===== src/design/tts_pkg.sv =====
// Shared package for the token text phrase search block.
// Holds command, status and state codes plus default sizes; no dependencies.
package tts_pkg;

  localparam int unsigned TextDepthDef   = 4096;
  localparam int unsigned TokenBitsDef   = 32;
  localparam int unsigned PhraseDepthDef = 16;
  localparam int unsigned MaxHitsDef     = 63;

  typedef enum logic [2:0] {
    CMD_APPEND_TOKEN  = 3'd0,
    CMD_CLEAR_TEXT    = 3'd1,
    CMD_APPEND_PHRASE = 3'd2,
    CMD_WORD_SEARCH   = 3'd3,
    CMD_PHRASE_SEARCH = 3'd4,
    CMD_SNIPPET_SUM   = 3'd5
  } cmd_t;

  typedef enum logic [1:0] {
    ST_OK    = 2'd0,
    ST_RANGE = 2'd1,
    ST_FULL  = 2'd2
  } status_t;

  typedef enum logic {
    S_IDLE = 1'b0,
    S_SCAN = 1'b1
  } state_t;

endpackage


===== src/design/tts_cell.sv =====
// One cell of the phrase matching chain: holds one phrase word and a
// partial-match flag that is handed to the next cell. Uses tts_pkg.
module tts_cell #(
  parameter int unsigned TOKEN_BITS = tts_pkg::TokenBitsDef
) (
  input  logic                  clk,
  input  logic                  rst,
  input  logic                  load,
  input  logic [TOKEN_BITS-1:0] load_word,
  input  logic                  clr,
  input  logic                  en,
  input  logic [TOKEN_BITS-1:0] token,
  input  logic                  prev_match,
  output logic                  match
);
  import tts_pkg::*;

  logic [TOKEN_BITS-1:0] word;

  // The phrase word is loaded once per phrase append.
  always_ff @(posedge clk) begin
    if (load) begin
      word <= load_word;
    end
  end

  // A match here means the phrase prefix up to this cell ends at the current token.
  always_ff @(posedge clk) begin
    if (rst || clr) begin
      match <= 1'b0;
    end else if (en) begin
      match <= prev_match && (token == word);
    end
  end

endmodule


===== config.mk =====
export PLATFORM = sky130hd
export DESIGN_NAME = tts_cell
export DESIGN_NICKNAME = d
export VERILOG_FILES = /design/src/design/tts_pkg.sv /design/src/design/tts_cell.sv
export SDC_FILE = /design/constraint.sdc
export NUM_CORES = 1
export LEC_CHECK = 0
export ABC_CLOCK_PERIOD_IN_PS = 1800
export BUFFER_PORTS_ARGS = -buffer_cell sky130_fd_sc_hd__buf_2
export CAP_MARGIN = 20
export CORE_ASPECT_RATIO = 1.75
export CORE_MARGIN = 2
export CORE_UTILIZATION = 40
export CTS_CLUSTER_SIZE = 8
export DETAILED_ROUTE_END_ITERATION = 7
export GPL_TIMING_DRIVEN = 0
export PLACE_DENSITY = 0.78
export SYNTH_ARGS = -nofsm -noshare
export SYNTH_HDL_FRONTEND = slang
export SYNTH_SLANG_ARGS = --single-unit
export TNS_END_PERCENT = 10

===== constraint.sdc =====
create_clock -name clk -period 1.8 [get_ports clk]
set_clock_uncertainty 0.1 [all_clocks]
set_input_delay 0.27 -clock clk [delete_from_list [all_inputs] [get_ports clk]]
set_output_delay 0.27 -clock clk [all_outputs]
set_load 0.005 [all_outputs]

==> results by group <==
Clock tree
  – Clock Latency Late Sink: about 0.27 ns
  – CTS Buf Count: 5
  – Clock Tree Root: clkbuf_8
  – Setup bufs post-CTS: 0
  – CTS tree: yes
  – Cts hold-fix bufs: 0
  – Longest Clk Path Bufs: 2
  – Clk sinks: 33
  – Clk slew on worst S/H paths: 0.06 ns
  – H-tree depth: 2
  – Gates resized, CTS repair: 0

STA
  – Setup TNS: 0 ns
  – Actual slew at the worst max-slew pin: between 0.6 and 0.7 ns
  – Rel. slew slack: about 57%
  – Max Fclk: slightly above 0.7 GHz
  – Max-slew violations: 0
  – Final Worst Setup Slack: 0.3812 ns
  – Tmin final: 1.419 ns
  – Final Hold Viols: 0
  – RSZ-0062 raised after global routing: false
  – Final setup fails: 0
  – Period Utilization, post-route: 78.82%

Drt
  – Drt wl/cell: 11.87 um
  – DRC Markers: 0
  – Starting DRT DRC Count: 3
  – Via count: 915
  – Post-detailed-routing wire length: between 2 and 2.5 mm
  – Final antenna-violating net count: 0
  – First-pass iteration count of the detailed router: 4
  – Via/cell ratio: between 4 and 5

Setup path
  – CP Launch Type: register
  – Worst R2R Path Depth: 5
  – Worst path bufs/invs: 0
  – Req. time, crit path: 1.92 ns
  – Worst setup EP type: register
  – Critical Path AT: roughly 1.5 ns
  – Worst Path Max Fanout: 1
  – Largest delay share family, worst path: simple AND/OR/NAND/NOR gates
  – Slowest CP cell: edfxtp_1
  – Crit Reg-Reg Endpoint: match$_SDFFE_PP0P_
  – Cell Chain, Critical Path: xnor2_1 -> nand4_1 -> nor4_1 -> nand3_1 -> nand2_1
  – Critical path class: register to register
  – R2r setup slk: 0.38 ns
  – R2R Path Start: word[2]$_DFFE_PP_
  – Max incr delay on CP: a little under 0.4 ns

Worst hold path
  – Hold Crit Depth: 1
  – Min-delay worst type: input pin to register
  – Worst hold path endpoint: word[3]$_DFFE_PP_
  – Hold Path Origin: load_word[3]

Pwr
  – Max IR drop VDD: just over 0.0007 V
  – P_leak: approximately 0.73 nW
  – P per Cell Area: 896.1 nW/um^2
  – Design Power: around 1.7 mW

GRT
  – Total grt overflow: 0
  – Number of antenna violations at the first check in global routing: 0
  – GRT Resource Usage Total: ~14%
  – Largest net degree at the start of global routing: 33
  – Vias in the first global route: 962
  – First-pass GRT wire length: 3.622 mm

Placement
  – Dpl hpwl: 2.028 mm
  – Placed cells: 193
  – PortBufs: 70
  – Routability cong.: roughly 0.7
  – DP Worst Slack: 0.4166 ns
  – Area post-placement: around 1800 sq um

Floorplanning
  – Die extent in y: 80.82 um
  – Num rows: 27
  – Io pins: 71
  – Full die area: 3871 sq um
  – Die X-Extent: 47.90 um
  – Core area: between 3000 and 4000 sq um
  – Starting Density: 42.47%

Synth
  – Sequential-to-total area share from yosys stat: between 70% and 80%
  – Syn nets: 150
  – #FFs+latches synth: 33
  – Area of the mapped netlist: 1349 sq um
  – Yosys cell types: 11
  – Post-Synthesis Cells: 80
  – Synth warn: 0
  – Synth Area per Inst: 16.86 sq um

Final layout
  – Most frequent cells in the layout: buf_2, edfxtp_1, xnor2_1
  – Final std cells w/o fill: 201
  – Net count, final: 227
  – Commonest non-fill, non-tap cell in the layout: buf_2
  – Design area: 1843 sq um
  – FILL cells: 269
  – Number of antenna repair diodes: 0
  – Area Growth Syn to Fin: 36.64%
  – Share of cells above drive strength 1: 48.10%

Status
  – Status: complete, no violations

Job
  – Max_cap viols: 0
sequential cells by signal (all words and copies together), names as in the netlist:
signal	count
match	1
word	32
worst max-delay path by stage:
stage,endpoint,start,depth (start not counted),slack [ns]
after global routing,match$_SDFFE_PP0P_,word[2]$_DFFE_PP_,5,0.28
after global placement,match$_SDFFE_PP0P_,word[23]$_DFFE_PP_,5,0.45
final,match$_SDFFE_PP0P_,word[2]$_DFFE_PP_,5,0.38
after detailed placement,match$_SDFFE_PP0P_,word[2]$_DFFE_PP_,5,0.42
after CTS,match$_SDFFE_PP0P_,word[2]$_DFFE_PP_,5,0.40
after floorplan,match$_SDFFE_PP0P_,word[26]$_DFFE_PP_,5,0.62
where the power goes:
group	total [mW]	switching (mW)	leakage, nW	internal, mW
registers	0.936	0.0259	0.321	0.910
logic	0.180	0.0675	0.365	0.113
clock network	0.535	0.224	0.0455	0.311
total	1.65	0.317	0.732	1.33
synth_stat cells:
library cell / count / area (sq um)
nor2_1: 1 / 3.750
nor4_1: 2 / 12.51
dfxtp_1: 1 / 20.02
nand3b_1: 1 / 7.510
nand4_1: 8 / 50.05
nor3_1: 1 / 5.000
edfxtp_1: 32 / 960.9
xor2_1: 3 / 26.28
nand3_1: 1 / 5.000
xnor2_1: 29 / 254.0
nand2_1: 1 / 3.750
cells by family (layout without fill, tap and decap cells):
kind of cell / after synthesis / in the layout / synth area share, %
XOR/XNOR: 32 / 32 / 20.78
AND/OR/NAND/NOR: 15 / 15 / 6.492
flip-flops: 33 / 33 / 72.73
buffers and inverters: 0 / 78 / 0
metal layers:
metal	GRT usage (%)	wire length (um)	part of all wire, %
met5	0	0	0
met4	10.27	67	2.8
met3	8.667	317	13
met2	23.60	1315	55
met1	10.42	685	29
final cells by class:
cell class | instances | area, sq um | share of cell area, %
timing repair buffer | 70 | 350.3 | 19.01
clock buffer | 8 | 90.09 | 4.888
multi-input combinational | 47 | 367.9 | 19.96
sequential | 33 | 980.9 | 53.22
tap | 43 | 53.80 | 2.919
per-stage QoR:
stage	hold slack [ns]	util (%)
finish	0.06744	58.04
global route	0.04637	58.04
CTS	0.05665	58.04
detailed placement	0.3482	55.20
global placement	0.3471	55.20
floorplan	0.2689	-
Power figures use the tool's default switching activity.
